File: src/rtl/gwf_pkg.sv
`default_nettype none

package gwf_pkg;

    // field widths of the channels
    localparam int OP_W       = 2;
    localparam int COORD_W    = 5;
    localparam int KIND_W     = 3;
    localparam int IDX_W      = 7;
    localparam int HEAD_W     = 2;
    localparam int TURN_W     = 3;
    localparam int LEN_W      = 8;
    localparam int ENTRY_W    = 2;
    localparam int CFG_IDX_W  = 2;
    localparam int CFG_DATA_W = 5;

    typedef enum logic [OP_W-1:0] {
        OP_WRITE   = 2'd0,
        OP_STEP    = 2'd1,
        OP_READ    = 2'd2,
        OP_RESTART = 2'd3
    } t_op;

    localparam logic [KIND_W-1:0] KIND_BLANK = 3'd0;
    localparam logic [KIND_W-1:0] KIND_TRACK = 3'd1;
    localparam logic [KIND_W-1:0] KIND_GOAL  = 3'd2;
    localparam logic [KIND_W-1:0] KIND_ROBOT = 3'd3;

    localparam logic [TURN_W-1:0] TURN_NONE  = 3'd0;
    localparam logic [TURN_W-1:0] TURN_LEFT  = 3'd1;
    localparam logic [TURN_W-1:0] TURN_FWD   = 3'd2;
    localparam logic [TURN_W-1:0] TURN_RIGHT = 3'd3;
    localparam logic [TURN_W-1:0] TURN_BACK  = 3'd4;

    // turn codes as held on the path stack
    localparam logic [ENTRY_W-1:0] PT_L = 2'd0;
    localparam logic [ENTRY_W-1:0] PT_F = 2'd1;
    localparam logic [ENTRY_W-1:0] PT_R = 2'd2;
    localparam logic [ENTRY_W-1:0] PT_B = 2'd3;

    localparam logic [HEAD_W-1:0] DIR_N = 2'd0;
    localparam logic [HEAD_W-1:0] DIR_E = 2'd1;
    localparam logic [HEAD_W-1:0] DIR_S = 2'd2;
    localparam logic [HEAD_W-1:0] DIR_W = 2'd3;

    localparam logic [CFG_IDX_W-1:0] CFG_START_ROW  = 2'd0;
    localparam logic [CFG_IDX_W-1:0] CFG_START_COL  = 2'd1;
    localparam logic [CFG_IDX_W-1:0] CFG_START_HEAD = 2'd2;

    localparam logic [COORD_W-1:0] START_ROW_RST  = 5'd12;
    localparam logic [COORD_W-1:0] START_COL_RST  = 5'd1;
    localparam logic [HEAD_W-1:0]  START_HEAD_RST = 2'd1;

    // source of the map write port
    typedef enum logic [2:0] {
        GW_NONE  = 3'd0,
        GW_CLEAR = 3'd1,
        GW_CELL  = 3'd2,
        GW_OLD   = 3'd3,
        GW_NEW   = 3'd4
    } t_gw;

    typedef struct packed {
        logic in_ready;
        logic item_load;
        logic rd_sw;
        logic cap_ne;
        logic cap_sw;
        t_gw  gw_sel;
        logic clr_step;
        logic restart;
        logic dec_load;
        logic move;
        logic push;
        logic red_rd;
        logic red_wr;
        logic entry_cap;
        logic out_load;
    } t_cmd;

    typedef struct packed {
        logic in_valid;
        t_op  op;
        logic clr_last;
        logic goal;
        logic push_req;
        logic full;
        logic ge3;
        logic red_hit;
        logic out_free;
    } t_sts;

    typedef struct packed {
        logic               hit;
        logic [ENTRY_W-1:0] res;
    } t_red;

    // x-back-y shortening of the three turns at the top of the stack
    function automatic t_red reduce_rule(input logic [ENTRY_W-1:0] a,
                                         input logic [ENTRY_W-1:0] c);
        t_red r;
        r.hit = 1'b1;
        r.res = PT_B;
        priority if (a == PT_L && c == PT_R) begin
            r.res = PT_B;
        end else if (a == PT_L && c == PT_F) begin
            r.res = PT_R;
        end else if (a == PT_R && c == PT_L) begin
            r.res = PT_B;
        end else if (a == PT_F && c == PT_L) begin
            r.res = PT_R;
        end else if (a == PT_F && c == PT_F) begin
            r.res = PT_B;
        end else if (a == PT_L && c == PT_L) begin
            r.res = PT_F;
        end else begin
            r.hit = 1'b0;
        end
        return r;
    endfunction

    function automatic logic [ENTRY_W-1:0] turn_code(input logic [TURN_W-1:0] t);
        logic [ENTRY_W-1:0] c;
        unique case (t)
            TURN_LEFT:  c = PT_L;
            TURN_FWD:   c = PT_F;
            TURN_RIGHT: c = PT_R;
            default:    c = PT_B;
        endcase
        return c;
    endfunction

endpackage

`default_nettype wire

File: src/rtl/gwf_ctrl.sv
`default_nettype none

module gwf_ctrl import gwf_pkg::*; (
    input  logic i_clk,
    input  logic i_rst_n,
    input  t_sts i_sts,
    output t_cmd o_cmd
);

    typedef enum logic [15:0] {
        S_CLEAR    = 16'h0001,
        S_IDLE     = 16'h0002,
        S_DISP     = 16'h0004,
        S_LOOK_B   = 16'h0008,
        S_LOOK_C   = 16'h0010,
        S_DECIDE   = 16'h0020,
        S_MOVE     = 16'h0040,
        S_MARK     = 16'h0080,
        S_PUSH     = 16'h0100,
        S_RED_RD   = 16'h0200,
        S_RED_CHK  = 16'h0400,
        S_READ_CAP = 16'h0800,
        S_FIN_A    = 16'h1000,
        S_FIN_B    = 16'h2000,
        S_FIN_C    = 16'h4000,
        S_DONE     = 16'h8000
    } t_state;

    t_state r_state, n_state;

    always_ff @(posedge i_clk) begin
        if (!i_rst_n) begin
            r_state <= S_CLEAR;
        end else begin
            r_state <= n_state;
        end
    end

    always_comb begin
        n_state      = r_state;
        o_cmd        = '0;
        o_cmd.gw_sel = GW_NONE;
        unique case (r_state)
            S_CLEAR: begin
                o_cmd.gw_sel   = GW_CLEAR;
                o_cmd.clr_step = 1'b1;
                if (i_sts.clr_last) begin
                    n_state = S_IDLE;
                end
            end
            S_IDLE: begin
                o_cmd.in_ready  = 1'b1;
                o_cmd.item_load = i_sts.in_valid;
                if (i_sts.in_valid) begin
                    n_state = S_DISP;
                end
            end
            S_DISP: begin
                // north and east neighbours are read here for every operation
                unique case (i_sts.op)
                    OP_WRITE: begin
                        o_cmd.gw_sel = GW_CELL;
                        n_state      = S_FIN_A;
                    end
                    OP_STEP: begin
                        n_state = S_LOOK_B;
                    end
                    OP_READ: begin
                        n_state = S_READ_CAP;
                    end
                    OP_RESTART: begin
                        o_cmd.restart = 1'b1;
                        n_state       = S_FIN_A;
                    end
                endcase
            end
            S_LOOK_B: begin
                o_cmd.cap_ne = 1'b1;
                o_cmd.rd_sw  = 1'b1;
                n_state      = S_LOOK_C;
            end
            S_LOOK_C: begin
                o_cmd.cap_sw = 1'b1;
                n_state      = S_DECIDE;
            end
            S_DECIDE: begin
                o_cmd.dec_load = 1'b1;
                n_state        = i_sts.goal ? S_DONE : S_MOVE;
            end
            S_MOVE: begin
                o_cmd.gw_sel = GW_OLD;
                o_cmd.move   = 1'b1;
                n_state      = S_MARK;
            end
            S_MARK: begin
                o_cmd.gw_sel = GW_NEW;
                n_state      = i_sts.push_req ? S_PUSH : S_FIN_A;
            end
            S_PUSH: begin
                o_cmd.push = 1'b1;
                n_state    = i_sts.full ? S_FIN_A : S_RED_RD;
            end
            S_RED_RD: begin
                o_cmd.red_rd = 1'b1;
                n_state      = i_sts.ge3 ? S_RED_CHK : S_FIN_A;
            end
            S_RED_CHK: begin
                o_cmd.red_wr = i_sts.red_hit;
                n_state      = i_sts.red_hit ? S_RED_RD : S_FIN_A;
            end
            S_READ_CAP: begin
                o_cmd.entry_cap = 1'b1;
                n_state         = S_FIN_A;
            end
            S_FIN_A: begin
                n_state = S_FIN_B;
            end
            S_FIN_B: begin
                o_cmd.cap_ne = 1'b1;
                o_cmd.rd_sw  = 1'b1;
                n_state      = S_FIN_C;
            end
            S_FIN_C: begin
                o_cmd.cap_sw = 1'b1;
                n_state      = S_DONE;
            end
            S_DONE: begin
                if (i_sts.out_free) begin
                    o_cmd.out_load = 1'b1;
                    n_state        = S_IDLE;
                end
            end
            default: begin
                n_state = S_IDLE;
            end
        endcase
    end

    a_one_item: assert property (@(posedge i_clk) disable iff (!i_rst_n)
        o_cmd.item_load |=> !o_cmd.in_ready)
        else $error("second item taken while one is in work");

    a_red_depth: assert property (@(posedge i_clk) disable iff (!i_rst_n)
        o_cmd.red_wr |-> i_sts.ge3)
        else $error("path shortened with fewer than three turns");

    a_push_after_mark: assert property (@(posedge i_clk) disable iff (!i_rst_n)
        o_cmd.push |-> $past(o_cmd.gw_sel == GW_NEW))
        else $error("turn pushed without a completed move");

endmodule

`default_nettype wire

File: config.mk
export PLATFORM = sky130hd
export DESIGN_NAME = gwf_ctrl
export DESIGN_NICKNAME = d
export VERILOG_FILES = /design/src/rtl/gwf_pkg.sv /design/src/rtl/gwf_ctrl.sv
export SDC_FILE = /design/constraint.sdc
export NUM_CORES = 1
export LEC_CHECK = 0
export ABC_AREA = 1
export BUFFER_PORTS_ARGS = -buffer_cell sky130_fd_sc_hd__buf_4
export CORE_MARGIN = 1.5
export CORE_UTILIZATION = 32
export DETAILED_ROUTE_END_ITERATION = 8
export GPL_TIMING_DRIVEN = 1
export PLACE_DENSITY = 0.61
export SYNTH_ARGS = -nofsm -noshare
export SYNTH_HDL_FRONTEND = slang
export SYNTH_SLANG_ARGS = --single-unit
File: constraint.sdc
create_clock -name i_clk -period 3.2 [get_ports i_clk]
set_input_delay 0.64 -clock i_clk [delete_from_list [all_inputs] [get_ports i_clk]]
set_output_delay 0.64 -clock i_clk [all_outputs]
set_load 0.1 [all_outputs]
# ---- Yosys cells after proc, flatten, opt, wreduce, memory -nomap -nowiden
# Index checks and enable logic that the tools add are counted.
dict set report totals {
  in_bits 12
  ramBits 0
  word_cells 54
  latch_bits 0
  regBits 16
  rom_bits 0
  mem_count 0
}
dict set report op_classes {
  add_sub_neg 0
  reduce_logical 5
  bitwise 0
  n_eq_ne 22
  shift 0
  n_div 0
  order_cmp 0
  multipliers 0
  muxes 26
}
# cell n
set ops {}
lappend ops {{$pmux W16 S16} 1}
lappend ops {{$mux W16} 4}
lappend ops {{$mux W13} 4}
lappend ops {{$pmux W16 S3} 1}
lappend ops {{$eq A16 B1 Y1 const B} 1}
lappend ops {{$eq A16 B10 Y1 const B} 1}
lappend ops {{$eq A16 B11 Y1 const B} 1}
lappend ops {{$eq A16 B12 Y1 const B} 1}
lappend ops {{$eq A16 B13 Y1 const B} 1}
lappend ops {{$eq A16 B14 Y1 const B} 1}
lappend ops {{$eq A16 B15 Y1 const B} 1}
lappend ops {{$eq A16 B16 Y1 const B} 1}
lappend ops {{$eq A16 B2 Y1 const B} 1}
lappend ops {{$eq A16 B3 Y1 const B} 1}
lappend ops {{$eq A16 B4 Y1 const B} 1}
lappend ops {{$eq A16 B5 Y1 const B} 1}
lappend ops {{$eq A16 B6 Y1 const B} 1}
lappend ops {{$eq A16 B7 Y1 const B} 1}
lappend ops {{$eq A16 B8 Y1 const B} 1}
lappend ops {{$eq A16 B9 Y1 const B} 1}
lappend ops {{$mux W1} 12}
lappend ops {{$pmux W3 S4} 1}
lappend ops {{$mux W2} 3}
lappend ops {{$ne A2 B2 Y1 const B} 3}
lappend ops {{5 further kinds} 8}

# ---- Depth between registers and ports, before layout
# Gate-level depths: netlist of the first run.
dict set report depth {
  word_depth 4
  depth_mapped 11
  ltp_nobuf 11
}

# ---- Worst setup path before layout of the first run
# OpenSTA, ideal clock, no wires.
dict set report synth_timing {
  path_kind {register -> output}
  from {register r_state[12]}
  to {output port o_cmd[9] (netlist bit)}
  slack_ns -0.374
  path_stages_with_launch 6
  n_path_buf 0
  arrival_ns 2.934
  path_cell_list {dfxtp_1 nor2_2 nand2_4 nor2_8 nand2_4 o21ai_0}
}
# item line_no
set synth_rtl {}
lappend synth_rtl {{start, declared} gwf_ctrl.sv:29} ;# t_state r_state, n_state;
lappend synth_rtl {{start signal, assigned} gwf_ctrl.sv:35} ;# r_state <= n_state;
lappend synth_rtl {{end, declared} gwf_ctrl.sv:7} ;# output t_cmd o_cmd

==> results of run 1 <==
[area by class of cell]
type | instances | area [µm²]
Tap cell | 44 | 55.1
Inverter | 29 | 109
Fill cell | 339 | 1750
Multi-Input combinational cell | 126 | 644
Clock buffer | 4 | 36.3
Timing Repair Buffer | 28 | 210
Sequential cell | 16 | 320
[synth_stat cells]
master,instances,area (µm²)
inv_1,27,101
nor2_4,2,22.5
nor2_8,2,40.0
a21oi_1,2,10.0
o21ai_0,1,5.00
clkbuf_1,1,3.75
nand3_2,1,10.0
nand2_1,41,154
nand3_1,11,55.1
nor2_2,7,43.8
ha_1,4,50.1
o21ai_1,1,5.00
nor3_1,2,10.0
nor3b_1,2,15.0
nand2_2,5,31.3
nand2_4,2,22.5
buf_4,1,7.51
nor2_1,40,150
dfxtp_1,16,320
inv_2,2,7.51
nand3b_1,1,7.51
o22ai_1,2,12.5
[power by group]
group | total (µW) | leakage (µW) | internal (µW) | switching, µW
clock network | 139 | 0.0000210 | 69.4 | 69.9
registers | 206 | 0.000130 | 203 | 2.81
logic | 109 | 0.000624 | 31.1 | 78.4
[routing by layer]
| layer | part of all wire (%) | up-vias |
|---|---|---|
| li1 | - | 580 |
| met1 | 52 | 466 |
| met2 | 43 | 22 |
| met3 | 3.3 | 4 |
| met4 | 1.6 | 0 |
| met5 | 0 | - |
[worst reg2reg max path: stages, from the launching register on]
cell	delay, ns
dfxtp_1	0.35
nor2_2	0.18
nand2_2	0.15
nor2_8	0.19
nand3b_1	0.13
nand2_1	0.14
inv_1	0.05
nand2_1	0.06
nor2_1	0.05
nor2_1	0.08
nor2_1	0.04
[logic make-up (layout without fill, tap and decap cells)]
logic type / after synthesis / in the layout / share of synthesized area, %
flip-flops: 16 / 16 / 29.5
AO/OA/AOI/OAI: 6 / 6 / 3.00
adder cells (fa/ha/maj): 4 / 4 / 4.61
AND/OR/NAND/NOR: 116 / 116 / 51.8
buffers and inverters: 31 / 61 / 11.1
[through the flow]
step                cell area [µm²]  hold WS (ns)  utilization [%]  total power [µW]  setup slack [ns]
floorplan                      1080         0.546                -               291             0.386
CTS                            1380         0.495             44.0               462             0.819
global placement               1340         0.583             42.8               320              1.12
finish                         1380         0.502             44.0               454             0.823
global route                   1380         0.485             44.0               477             0.676
detailed placement             1340         0.578             42.8               320              1.10
[cell usage in the layout, fill, tap and decap left out, types with 3 or more instances in the layout]
cell type,count
buf_4,28
nor2_1,40
ha_1,4
inv_1,27
nand3_1,11
nor2_2,7
clkbuf_4,3
nand2_1,41
nand2_2,5
dfxtp_1,16
[path summary, 6_finish.rpt]
kind                              to  slack, ns  cells after the start
min          r_state[6]$_SDFFE_PN0P_       0.50                      2
min reg2reg  r_state[1]$_SDFFE_PN0P_       0.60                      4
max reg2reg  r_state[1]$_SDFFE_PN0P_       1.69                     10
max                        o_cmd[13]       0.82                      6
==> metrics.cfg, run 1 <==
[layout]
area_delta_synth_final_pct=26.8
reg.largest.list=r_state: 16 flops
nets=220
antenna_cells=0
fin_cells=247
drive_gt1_share_pct=26.1
top_register=r_state
largest_reg_flops=16

[setup_path]
crit_required_ns=2.56
path_cells=nor2_2 > nand2_2 > nor2_8 > nand3b_1 > nand2_1 > buf_4
cp-end-kind=output pin
worstPathArrival_ns=1.74
r2r_start=r_state[8]$_SDFFE_PN0P_
crit_fanout=9
start_kind=flop
path_buf_inv=1
path_delay_family=simple AND/OR/NAND/NOR gates
crit_path_top_delay_cell=dfxtp_1
max_stage_delay_ns=0.35
path_class=flop to output pin
worstSetupStartpoint=r_state[8]$_SDFFE_PN0P_

[global_route]
busiest_layer=met2
antenna_found_initial=0
grt_first_pass_wirelength_um=3950
grt_usage_pct=14.3
grt.overflow.total=0
grt_max_degree=14
grt_pass1_vias=919
met3_usage_pct=3.15
met2_usage_pct=21.4
grtUsageMet1_pct=19.8

[cts]
h-tree-depth=1
cts_max_path_buffers=2
cts_root_buffer=clkbuf_4
clk_pin_slew_ns=0.10
post-cts-setup-buffers=0
cts_made_buffers=3
cts_num_sinks=16
hold_buffers=0
cts_tree=done
clk_latency_ns=0.30
cts_resized=0

[sta]
worst_pin_slew_ns=0.449
max_clock_freq_ghz=0.421
rsz0062_at_grt=no
slew_headroom_pct=70.0
hold_violations=0
drv_slew=0
fin_crit_ns=2.38
fin_setup_tns_ns=0
finalClockSkew_ns=0.00654
min_period_over_period_pct=74.3
setup_viol=0

[die]
core-area_um2=3130
die_y_um=61.2
initial_core_util_pct=34.7
die_x_um=61.2
die_area_um2=3750
row_count=20
num_io_pins=29

[place]
gp_congestion=0.833
port_buffers=28
place_hpwl_um=1930
place_inst=243

[synthesis]
synth_cell_types=22
synth_fp_nets=189
postSynthCellCount=173
avgSynthCellArea_um2=6.27
ys_seq_elements=16
ys_seq_area_share_pct=29.5
syn-cell-area_um2=1080
yosysWarnings=0

[routing]
detail_route.wl_per_cell_um=9.57
routed_via_density=4.34
wl_um=2370
drtIter0Drc=20
ant_nets=0
drc=0
first_pass_iters=4
via_count=1072

[power]
leakage_uw=0.000775
powerDensity_nw_per_um2=330
peakVddDrop_uv=252

[outcome]
status=finished, final reports clean

[run]
drv_cap=0

[worst_hold_path]
hold_path.class=primary input to flop
hp-start=i_sts[5]

(Power assumes the default switching activity.)
==> run 2, diff against run 1 <==
Settings changed: ABC_AREA 1 to 0, PLACE_DENSITY 0.61 to 0.6.
Clock period 3.2 ns to 2.3 ns, I/O delays scaled along.
==> run 2 against run 1 <==
Against the previous run:
- sequential power rose by 40%
- clock skew decreased by 0.0058 ns
- largest cell class unchanged
- utilization grew 5.7 points
==> metrics.cfg, run 2 <==
[synthesis]
async_reset_ff_share_pct=0  ; unchanged
postSynthCellCount=145  ; -16%
synth.most_common_cell=nor2_1
avgSynthCellArea_um2=8.26  ; +32%
synth_top_area_share_pct=26.8  ; -2.8 points
yosysWarnings=0  ; unchanged
ys_seq_elements=16  ; unchanged
synth_edf_count=0  ; unchanged
ys.flop_type=dfxtp_1
syn-cell-area_um2=1200  ; +10%
synth_fp_nets=161  ; -15%
ys_seq_area_share_pct=26.8  ; -2.8 points
ys_top_cells_by_area=dfxtp_1, nor2_1, nor4_4
synth_cell_types=44  ; +100%
yosys.area.top_type=dfxtp_1
synthTopCellsByCount=nor2_1, dfxtp_1, nand2_1

[die]
initial_core_util_pct=33.0  ; -1.7 points
die_x_um=64.2  ; +4.8%
row_count=22  ; +10%
die_area_um2=4120  ; +9.9%
num_io_pins=29  ; unchanged
die_y_um=64.2  ; +4.8%
core-area_um2=3630  ; +16%

[power]
leakage_uw=0.000789  ; +1.9%
swShare_pct=30.7  ; -2.6 points
total_power_uw=712  ; +57%
peakVddDrop_uv=222  ; -12%
seqPwrFrac_pct=40.5  ; -4.7 points
intPower_uw=494  ; +63%
pwr-share-clk_pct=35.2  ; +4.5 points
powerDensity_nw_per_um2=394  ; +19%
pwr-share-comb_pct=24.3  ; +0.2 points
p_sw_uw=218  ; +44%

[routing]
drtIter0Drc=39  ; +95%
drc=0  ; unchanged
via_count=1217  ; +14%
first_pass_iters=4  ; unchanged
wl_um=3180  ; +34%
detail_route.wl_per_cell_um=13.6  ; +42%
routed_via_density=5.20  ; +20%
ant_nets=0  ; unchanged

[sta]
drv_slew=0  ; unchanged
setup_viol=0  ; unchanged
setup_ws_ns=0.00271  ; -0.820 ns
hold_violations=0  ; unchanged
min_period_over_period_pct=99.9
finalClockSkew_ns=0.000722  ; -0.00582 ns
rsz0062_at_grt=yes
worst_pin_slew_ns=0.328  ; -0.121 ns
max_clock_freq_ghz=0.435
slew_headroom_pct=77.9  ; +7.9 points
fin_crit_ns=2.30

[place]
place_hpwl_um=2510  ; +30%
gp_congestion=0.934  ; +12%
port_buffers=28  ; unchanged
place_inst=227  ; -6.6%
pre_cts_ws_ns=0.147  ; -0.955 ns

[global_route]
antenna_found_initial=0  ; unchanged
grt.overflow.total=0  ; unchanged
grt_pass1_vias=1144  ; +24%
grt_usage_pct=15.9  ; +1.7 points
grt_first_pass_wirelength_um=5210  ; +32%
grt_max_degree=10  ; -4

[setup_path]
start_kind=flop
path_class=flop to output pin
crit_required_ns=1.84  ; -0.72 ns
cp-end-kind=output pin
max_stage_delay_ns=0.38  ; +0.03 ns
worstPathArrival_ns=1.84  ; +0.10 ns
crit_fanout=4  ; -5
crit_path_top_delay_cell=nor4_4
path_cells=nor4_4 > nand4_1 > nor3b_2 > and2_4 > buf_12

[cts]
cts_tree=done
clk_latency_ns=0.25  ; -0.05 ns
clk_pin_slew_ns=0.06  ; -0.04 ns
cts_max_path_buffers=2  ; unchanged
cts_root_buffer=clkbuf_8
h-tree-depth=1  ; unchanged
cts_made_buffers=3  ; unchanged
cts_num_sinks=16  ; unchanged

[layout]
top_register=r_state
register_area_um2=327  ; +2.0%
area_delta_synth_final_pct=50.8
largest_reg_flops=16  ; unchanged
fill_cells=354  ; +4.4%
drive_gt1_share_pct=44.6  ; +19 points
nets=203  ; -7.7%
multi_input_area_um2=876  ; +36%
layout_common_cells=buf_4, nor2_1, dfxtp_1, nand2_1, inv_1
reg.largest.list=r_state: 16 flops
final_common_cell=buf_4
antenna_cells=0  ; unchanged
fin_cells=234  ; -5.3%

[worst_hold_path]
hold_path.class=primary input to flop

[outcome]
status=finished, final reports clean

[run]
drv_cap=0  ; unchanged

[run 2: changes by cell type after synthesis, sizes merged, moves of 6 or more]
cell,previous run,this run
nand2,48,12
inv,29,10
nor2,51,21
buf,1,7
nand3,12,4
nor4,0,10
nor3,2,8
[run 2: stage by stage]
stage               hold slack [ns]  TNS (ns)  util (%)  instance area [µm²]
floorplan                     0.514    -0.739         -                 1290
global placement              0.577         0      44.0                 1600
detailed placement            0.582         0      44.0                 1600
CTS                           0.373         0      47.0                 1710
global route                  0.374    -0.114      49.7                 1810
finish                        0.374         0      49.7                 1810
[run 2: path summary, 6_finish.rpt]
kind / from / endpoint / slack (ns) / depth (start not counted)
max reg2reg: r_state[11]$_SDFFE_PN0P_ / r_state[1]$_SDFFE_PN0P_ / 0.52 / 8
max: r_state[2]$_SDFFE_PN0P_ / o_cmd[2] / 0.003 / 5
min: i_sts[5] / r_state[6]$_SDFFE_PN0P_ / 0.37 / 2
min reg2reg: r_state[9]$_SDFFE_PN0P_ / r_state[10]$_SDFFE_PN0P_ / 0.60 / 2
[run 2: power by group through the flow]
stage	clock [µW]	combinational (µW)	sequential, µW
finish	250	173	288
floorplan	0	111	294
detailed placement	0	165	295
global route	266	184	289
global placement	0	164	295
CTS	257	169	289
[run 2: repair_timing]
item | 4_1_cts | 5_1_grt
setup endpoints to repair | 11 | 14
gates resized for setup | 10 | 24
pin swaps | 3 | 7
buffers inserted | 2 | 1
hold buffers | 0 | 0
[run 2: final cells by class]
type,instances,share of cell area (%)
Inverter,10,2.29
Multi-Input combinational cell,110,48.5
Sequential cell,16,18.1
Timing Repair Buffer,46,24.7
Clock buffer,4,3.05
Tap cell,48,3.33
[run 2: critical path: cells and delay by family (launching register included)]
kind	cells	cell delay, ns
and+or+nand+nor	4	1.08
buffers and inverters	1	0.17
DFF	1	0.33
[run 2: kinds of logic after synthesis]
logic type / synth area share, %
buffers and inverters: 8.46
adders and majority gates: 4.18
and+or+nand+nor: 47.0
DFF: 26.8
muxes: 0.940
AOI/OAI and AO/OA: 8.26
xor gates and xnor gates: 4.39
[run 2: layer usage]
metal  share of wire (%)  track usage [%]  vias up
li1                    -                -      601
met1                  45             21.2      580
met2                  49             25.3       30
met3                 4.1             2.64        6
met4                 2.3             6.91        0
met5                   0                0        -
